--- src/hw/rtl/ttt_pkg.sv ---
// shared constants and types of the timeout table timer
`default_nettype none

package ttt_pkg;

    localparam int SLOTS       = 16;
    localparam int SLOT_W      = (SLOTS > 1) ? $clog2(SLOTS) : 1;
    localparam int MAX_RESULTS = 16;
    localparam int CNT_W       = $clog2(MAX_RESULTS + 1);
    localparam int TIME_W      = 32;
    localparam int TICK_W      = 10;
    localparam int SLOT_ID_W   = 4;
    localparam int OPCODE_W    = 2;

    localparam logic [TICK_W-1:0] TICK_RESET = 10'd10;

    localparam logic [OPCODE_W-1:0] OP_GET_TIME = 2'd0;
    localparam logic [OPCODE_W-1:0] OP_SET      = 2'd1;
    localparam logic [OPCODE_W-1:0] OP_CANCEL   = 2'd2;
    localparam logic [OPCODE_W-1:0] OP_TICK     = 2'd3;

    localparam logic KIND_REPLY  = 1'b0;
    localparam logic KIND_EXPIRY = 1'b1;
    localparam logic STATUS_OK   = 1'b0;
    localparam logic STATUS_FAIL = 1'b1;

    typedef struct packed {
        logic              periodic;
        logic [TIME_W-1:0] period;
        logic [TIME_W-1:0] deadline;
    } t_entry;

    localparam int ENTRY_W = $bits(t_entry);

    typedef struct packed {
        logic              found;
        logic [SLOT_W-1:0] slot;
    } t_free;

endpackage

`default_nettype wire

--- src/hw/rtl/ttt_ram.sv ---
// generic single-write, single-read ram with registered read data
`default_nettype none

module ttt_ram #(
    parameter int WIDTH  = 8,
    parameter int DEPTH  = 16,
    parameter int ADDR_W = (DEPTH > 1) ? $clog2(DEPTH) : 1
) (
    input  wire logic              i_clk,
    input  wire logic              i_we,
    input  wire logic [ADDR_W-1:0] i_waddr,
    input  wire logic [WIDTH-1:0]  i_wdata,
    input  wire logic [ADDR_W-1:0] i_raddr,
    output logic      [WIDTH-1:0]  o_rdata
);

    logic [WIDTH-1:0] r_mem [DEPTH];
    logic [WIDTH-1:0] r_rdata;

    always_ff @(posedge i_clk) begin
        if (i_we) begin
            r_mem[i_waddr] <= i_wdata;
        end
        r_rdata <= r_mem[i_raddr];
    end

    assign o_rdata = r_rdata;

endmodule

`default_nettype wire

--- src/hw/rtl/ttt_free_find.sv ---
// lowest free slot finder over the slot valid bits
`default_nettype none

module ttt_free_find
    import ttt_pkg::*;
(
    input  wire logic [SLOTS-1:0] i_valid,
    output t_free                 o_free
);

    always_comb begin
        o_free.found = 1'b0;
        o_free.slot  = '0;
        for (int i = SLOTS - 1; i >= 0; i--) begin
            if (!i_valid[i]) begin
                o_free.found = 1'b1;
                o_free.slot  = SLOT_W'(i);
            end
        end
    end

endmodule

`default_nettype wire

--- src/hw/rtl/timeout_table_timer_unit.sv ---
// top level of the timeout table timer: request handling, tick scan, result register
// get time, set and cancel reply in the cycle after acceptance, one word per cycle while o_in_stall is low
// a tick scans all slots, each in two steps (one ram read state, one evaluate and write back state)
// a tick holds off the next word through the scan and the flush state, plus any output stall
// reset: time 0, tick period 10 ms, all slots free, no result pending
`default_nettype none

module timeout_table_timer_unit
    import ttt_pkg::*;
(
    input  wire logic                 i_clk,
    input  wire logic                 i_rst_n,
    input  wire logic                 i_cfg_we,
    input  wire logic [TICK_W-1:0]    i_cfg_data,
    input  wire logic                 i_in_valid,
    output logic                      o_in_stall,
    input  wire logic [OPCODE_W-1:0]  i_opcode,
    input  wire logic                 i_periodic_request,
    input  wire logic [TIME_W-1:0]    i_timeout_ms,
    input  wire logic [SLOT_ID_W-1:0] i_cancel_slot,
    output logic                      o_out_valid,
    input  wire logic                 i_out_stall,
    output logic                      o_result_kind,
    output logic                      o_status,
    output logic [SLOT_ID_W-1:0]      o_slot_id,
    output logic [TIME_W-1:0]         o_time_value,
    output logic                      o_last
);

    localparam logic [1:0] S_IDLE  = 2'd0;
    localparam logic [1:0] S_RD    = 2'd1;
    localparam logic [1:0] S_EV    = 2'd2;
    localparam logic [1:0] S_FLUSH = 2'd3;

    logic [1:0]           r_state, n_state;
    logic [TIME_W-1:0]    r_time, n_time;
    logic [TICK_W-1:0]    r_period, n_period;
    logic [SLOTS-1:0]     r_valid, n_valid;
    logic [SLOT_W-1:0]    r_idx, n_idx;
    logic [CNT_W-1:0]     r_cnt, n_cnt;
    logic                 r_pend_valid, n_pend_valid;
    logic [SLOT_W-1:0]    r_pend_slot, n_pend_slot;

    logic                 r_out_valid, n_out_valid;
    logic                 r_out_kind, n_out_kind;
    logic                 r_out_status, n_out_status;
    logic [SLOT_ID_W-1:0] r_out_slot, n_out_slot;
    logic [TIME_W-1:0]    r_out_time, n_out_time;
    logic                 r_out_last, n_out_last;

    logic                 ram_we;
    logic [SLOT_W-1:0]    ram_waddr;
    t_entry               ram_wdata;
    t_entry               ram_rdata;
    t_free                free;

    logic                 out_free;
    logic                 due;
    logic                 hold;
    logic [SLOT_W-1:0]    cidx;
    logic                 cin_range;

    ttt_ram #(
        .WIDTH (ENTRY_W),
        .DEPTH (SLOTS),
        .ADDR_W(SLOT_W)
    ) u_ram (
        .i_clk  (i_clk),
        .i_we   (ram_we),
        .i_waddr(ram_waddr),
        .i_wdata(ram_wdata),
        .i_raddr(r_idx),
        .o_rdata(ram_rdata)
    );

    ttt_free_find u_free (
        .i_valid(r_valid),
        .o_free (free)
    );

    assign out_free   = !r_out_valid || !i_out_stall;
    assign o_in_stall = !((r_state == S_IDLE) && out_free);
    assign cidx       = SLOT_W'(i_cancel_slot);
    assign cin_range  = (32'(i_cancel_slot) < 32'(SLOTS));
    assign due        = r_valid[r_idx] && (ram_rdata.deadline <= r_time);
    assign hold       = due && r_pend_valid && !out_free;

    always_comb begin
        n_state      = r_state;
        n_time       = r_time;
        n_period     = r_period;
        n_valid      = r_valid;
        n_idx        = r_idx;
        n_cnt        = r_cnt;
        n_pend_valid = r_pend_valid;
        n_pend_slot  = r_pend_slot;
        n_out_valid  = r_out_valid;
        n_out_kind   = r_out_kind;
        n_out_status = r_out_status;
        n_out_slot   = r_out_slot;
        n_out_time   = r_out_time;
        n_out_last   = r_out_last;
        ram_we       = 1'b0;
        ram_waddr    = free.slot;
        ram_wdata.periodic = i_periodic_request;
        ram_wdata.period   = i_timeout_ms;
        ram_wdata.deadline = r_time + i_timeout_ms;

        if (i_cfg_we) begin
            n_period = i_cfg_data;
        end

        if (r_out_valid && !i_out_stall) begin
            n_out_valid = 1'b0;
        end

        case (r_state)
            S_IDLE: begin
                if (i_in_valid && out_free) begin
                    case (i_opcode)
                        OP_GET_TIME: begin
                            n_out_valid  = 1'b1;
                            n_out_kind   = KIND_REPLY;
                            n_out_status = STATUS_OK;
                            n_out_slot   = '0;
                            n_out_time   = r_time;
                            n_out_last   = 1'b1;
                        end
                        OP_SET: begin
                            n_out_valid = 1'b1;
                            n_out_kind  = KIND_REPLY;
                            n_out_last  = 1'b1;
                            if (free.found) begin
                                n_valid[free.slot] = 1'b1;
                                ram_we       = 1'b1;
                                n_out_status = STATUS_OK;
                                n_out_slot   = SLOT_ID_W'(free.slot);
                                n_out_time   = r_time;
                            end else begin
                                n_out_status = STATUS_FAIL;
                                n_out_slot   = '0;
                                n_out_time   = '0;
                            end
                        end
                        OP_CANCEL: begin
                            n_out_valid = 1'b1;
                            n_out_kind  = KIND_REPLY;
                            n_out_slot  = '0;
                            n_out_time  = '0;
                            n_out_last  = 1'b1;
                            if (cin_range && r_valid[cidx]) begin
                                n_valid[cidx] = 1'b0;
                                n_out_status  = STATUS_OK;
                            end else begin
                                n_out_status  = STATUS_FAIL;
                            end
                        end
                        default: begin
                            n_time       = r_time + TIME_W'(r_period);
                            n_idx        = '0;
                            n_cnt        = '0;
                            n_pend_valid = 1'b0;
                            n_state      = S_RD;
                        end
                    endcase
                end
            end
            S_RD: begin
                n_state = S_EV;
            end
            S_EV: begin
                if (!hold) begin
                    if (due) begin
                        if (r_pend_valid) begin
                            n_out_valid  = 1'b1;
                            n_out_kind   = KIND_EXPIRY;
                            n_out_status = STATUS_OK;
                            n_out_slot   = SLOT_ID_W'(r_pend_slot);
                            n_out_time   = r_time;
                            n_out_last   = 1'b0;
                        end
                        n_pend_valid = 1'b1;
                        n_pend_slot  = r_idx;
                        n_cnt        = r_cnt + 1'b1;
                        if (ram_rdata.periodic) begin
                            ram_we             = 1'b1;
                            ram_waddr          = r_idx;
                            ram_wdata.periodic = 1'b1;
                            ram_wdata.period   = ram_rdata.period;
                            ram_wdata.deadline = r_time + ram_rdata.period;
                        end else begin
                            n_valid[r_idx] = 1'b0;
                        end
                    end
                    if ((r_idx == SLOT_W'(SLOTS - 1)) ||
                        (due && (r_cnt == CNT_W'(MAX_RESULTS - 1)))) begin
                        n_state = S_FLUSH;
                    end else begin
                        n_idx   = r_idx + 1'b1;
                        n_state = S_RD;
                    end
                end
            end
            S_FLUSH: begin
                if (!r_pend_valid) begin
                    n_state = S_IDLE;
                end else if (out_free) begin
                    n_out_valid  = 1'b1;
                    n_out_kind   = KIND_EXPIRY;
                    n_out_status = STATUS_OK;
                    n_out_slot   = SLOT_ID_W'(r_pend_slot);
                    n_out_time   = r_time;
                    n_out_last   = 1'b1;
                    n_pend_valid = 1'b0;
                    n_state      = S_IDLE;
                end
            end
            default: begin
                n_state = S_IDLE;
            end
        endcase
    end

    always_ff @(posedge i_clk) begin
        if (!i_rst_n) begin
            r_state      <= S_IDLE;
            r_time       <= '0;
            r_period     <= TICK_RESET;
            r_valid      <= '0;
            r_idx        <= '0;
            r_cnt        <= '0;
            r_pend_valid <= 1'b0;
            r_out_valid  <= 1'b0;
        end else begin
            r_state      <= n_state;
            r_time       <= n_time;
            r_period     <= n_period;
            r_valid      <= n_valid;
            r_idx        <= n_idx;
            r_cnt        <= n_cnt;
            r_pend_valid <= n_pend_valid;
            r_out_valid  <= n_out_valid;
        end
    end

    always_ff @(posedge i_clk) begin
        r_pend_slot  <= n_pend_slot;
        r_out_kind   <= n_out_kind;
        r_out_status <= n_out_status;
        r_out_slot   <= n_out_slot;
        r_out_time   <= n_out_time;
        r_out_last   <= n_out_last;
    end

    assign o_out_valid   = r_out_valid;
    assign o_result_kind = r_out_kind;
    assign o_status      = r_out_status;
    assign o_slot_id     = r_out_slot;
    assign o_time_value  = r_out_time;
    assign o_last        = r_out_last;

endmodule

`default_nettype wire

--- config.mk ---
export PLATFORM = sky130hd
export DESIGN_NAME = timeout_table_timer_unit
export DESIGN_NICKNAME = d
export VERILOG_FILES = /design/src/hw/rtl/ttt_pkg.sv /design/src/hw/rtl/ttt_ram.sv /design/src/hw/rtl/ttt_free_find.sv /design/src/hw/rtl/timeout_table_timer_unit.sv
export SDC_FILE = /design/constraint.sdc
export NUM_CORES = 2
export LEC_CHECK = 0
export BUFFER_PORTS_ARGS = -buffer_cell sky130_fd_sc_hd__buf_4
export CAP_MARGIN = 40
export CORE_UTILIZATION = 59
export CTS_BUF_LIST = sky130_fd_sc_hd__clkbuf_4 sky130_fd_sc_hd__clkbuf_8
export CTS_CLUSTER_DIAMETER = 150
export DETAILED_ROUTE_END_ITERATION = 7
export PLACE_DENSITY = 0.79
export SYNTH_ARGS = -nofsm -noshare
export SYNTH_HDL_FRONTEND = slang
export SYNTH_SLANG_ARGS = --single-unit
--- constraint.sdc ---
create_clock -name i_clk -period 5.7 [get_ports i_clk]
set_clock_uncertainty 0.05 [all_clocks]
set_input_delay 0.285 -clock i_clk [delete_from_list [all_inputs] [get_ports i_clk]]
set_output_delay 0.285 -clock i_clk [all_outputs]
set_load 0.02 [all_outputs]
==> results.yml <==
outcome:
  status: "finished, final reports clean"
route:
  vias_per_cell: 6.48
  route.detailed.drc: 0
  wl_met3_microns: 11200
  drt_wl_total_microns: 124000
  routedWlPerCell_microns: 28.2
  top_layer: "met5"
  via_count: 28600
  first_pass_iters: 5
  wl_met1_microns: 49700
  dr_wl_met2_microns: 60000
  ant_nets: 0
  drt_iter0_markers: 3243
timing:
  fmaxAchievable_mhz: 202
  slew_violations: 0
  setup_violations: 0
  tns_ns: 0
  timing.final.crit_share: 0.868
  rsz0062_at_grt: "no"
  worst_pin_slew_ns: 0.969
  hold-worst-slack_ns: 0.0910
  hold_violations: 0
  layout_setup_ws_ns: 0.753
  min_period_ns: 4.95
  relSlewSlack: 0.353
place:
  place_congestion: 0.939
  port_buffers: 94
  place_hpwl_microns: 74200
  pre_cts_ws_ns: 0.901
clocking:
  cts_tree: "yes"
  holdBufCountCts: 60
  cts.path.max_buffers: 3
  clk_pin_slew_ns: 0.06
  cts_setup_buffers: 0
  cts_sinks: 1219
  cts_inserted_buffers: 184
  htree_num_levels: 4
  clkLatencyLatePin_ns: 0.84
  cts_root_buffer: "clkbuf_8"
  ctsResizeCount: 0
grt:
  grt_overflow: 0
  grtUsageTotal: 0.293
  first_global_vias: 28900
  grt_max_degree: 99
  grt_pass1_wl_microns: 184000
  antenna_found_initial: 2
setup_path:
  cpMostUsedCell: "a21oi_1"
  worstPathCellList: "inv_1 -> ha_1 -> nor2b_1 -> o211ai_1 -> a21oi_1 -> o21a_1 -> or3_1 -> a221oi_4 -> nand4_1 -> buf_4 -> nor3_1 -> a21oi_1 -> nor2_4 -> buf_12"
  max_stage_delay_ns: 0.71
  arrival_ns: 5.40
  required_ns: 6.15
  end_kind: "flop"
  critical_path_class: "flop to flop"
  critPathMaxFanout: 18
  startpoint_type: "flop"
  critPathSlowestCell: "nor2_4"
logic_synthesis:
  syn_avg_cell_area_sq_um: 18.2
  ys_seq_area_frac: 0.697
  synth_compound_gate_area_share: 0.0492
  synth_area_leaders: "edfxtp_1, mux4_2, dfxtp_1"
  post-synth-top-count-cell: "edfxtp_1"
  netlist_area_sq_um: 50600
  yosys-top-cells-count: "edfxtp_1, mux4_2, dfxtp_1"
  synth_simple_gate_area_frac: 0.0370
  synth_top_area_share: 0.643
  ys.flop_type: "edfxtp_1"
  synth.net_count: 2962
  synth_fa_ha_area_frac: 0.0304
  synthMuxAreaShare: 0.159
  netlist_instances: 2787
  ys_warn_count: 0
  ys_types: 67
  synth_top_cell_by_area: "edfxtp_1"
  synth_seq_cells: 1219
  synthArstFlopShare: 0
  synth_edf_count: 1083
  synth_top_family_by_area: "multiplexers"
  synth_xor_area_frac: 0.0125
die:
  row_count: 107
  die_height_microns: 295
  core-area_sq_um: 85000
  die_w_microns: 295
  start_util: 0.595
  dieArea_sq_um: 86900
  num_io_pins: 95
power:
  vdd_drop_max_v: 0.000307
  leakage_nw: 19.1
  power_per_cell_area_nw_per_um2: 333
finish:
  area_growth_syn_to_layout_pct: 15.1
  final_nets: 3283
  regArea_sq_um: 35300
  fill_cells: 5259
  drive_above_1_share: 0.281
  multi_input_area_sq_um: 14700
job:
  maxCapViolations: 0
hold_path:
  worstHoldPathType: "input port to flop"
## per-stage QoR
stage / total power, mW / instance area, sq um / instances / utilization
finish: 19.4 / 58200 / 4414 / 0.685
global placement: 11.8 / 53300 / 3985 / 0.627
floorplan: 11.2 / 50600 / 2787 / -
CTS: 19.4 / 58200 / 4411 / 0.684
global route: 19.9 / 58200 / 4414 / 0.685
detailed placement: 11.8 / 53600 / 4005 / 0.630
## kinds of logic (layout without fill, tap and decap cells)
kind of cell,count (synthesis),after routing
adders and majority gates,121,121
DFF,1219,1219
other,0,2
and+or+nand+nor,405,405
AOI/OAI and AO/OA,388,388
muxes,383,383
xor gates and xnor gates,72,72
buffers and inverters,199,680
## cell type report
type                       count  share of cell area
sequential                  1219               0.606
multi-input combinational   1369               0.253
clock buffer                 270              0.0572
timing repair buffer         257              0.0430
tap                         1144              0.0246
clock inverter                76              0.0115
inverter                      77             0.00497
antenna                        2           0.0000860
## flip-flops by register name, summed over array words and instances (netlist names)
name / flops
o_last: 1
o_out_valid: 1
o_result_kind: 1
o_slot_id: 4
o_status: 1
o_time_value: 32
r_cnt: 5
r_idx: 4
r_pend_slot: 4
r_pend_valid: 1
r_period: 10
r_state: 2
r_time: 32
r_valid: 16
u_ram.o_rdata: 65
u_ram.r_mem: 1040
## placed cells by master, fill, tap and decap left out, types with 32 or more instances in the layout
cell,instances
edfxtp_1,1083
mux4_2,335
clkbuf_8,208
buf_4,158
dfxtp_1,132
ha_1,118
nor2_1,117
nand2_1,108
a21oi_1,103
o21ai_0,79
inv_1,76
clkbuf_4,62
dlygate4sd3_1,60
xnor2_1,52
a31oi_1,49
nand3_1,32
mux2_2,32
## power breakdown
part	internal [mW]	total, mW	switching, mW
logic	0.565	1.57	1.00
clock network	4.23	7.62	3.39
registers	10.0	10.2	0.140
## critical path, delay by kind of cell, from the launching register on
| family | cells | cell delay, ns |
|---|---|---|
| and+or+nand+nor | 5 | 1.81 |
| buffers and inverters | 3 | 0.74 |
| AOI/OAI and AO/OA | 5 | 1.23 |
| adders and majority gates | 1 | 0.36 |
| DFF | 1 | 0.42 |
## worst paths after layout
kind                                      start                   to  slack, ns  depth (start not counted)
worst max-delay path                  r_time[1]   u_ram.r_mem[0][12]       0.75                         14
worst max register to register        r_time[1]   u_ram.r_mem[0][12]       0.75                         14
worst min register to register         r_cnt[2]             r_cnt[2]       0.47                          2
worst min-delay path            i_timeout_ms[5]  u_ram.r_mem[14][37]       0.09                          2
## routing by layer
metal / global-route usage / vias up
met5: 0 / -
met4: 0.100 / 2
met3: 0.0565 / 254
met2: 0.465 / 1662
met1: 0.411 / 14700
li1: - / 12000
Power figures use the tool's default switching activity.
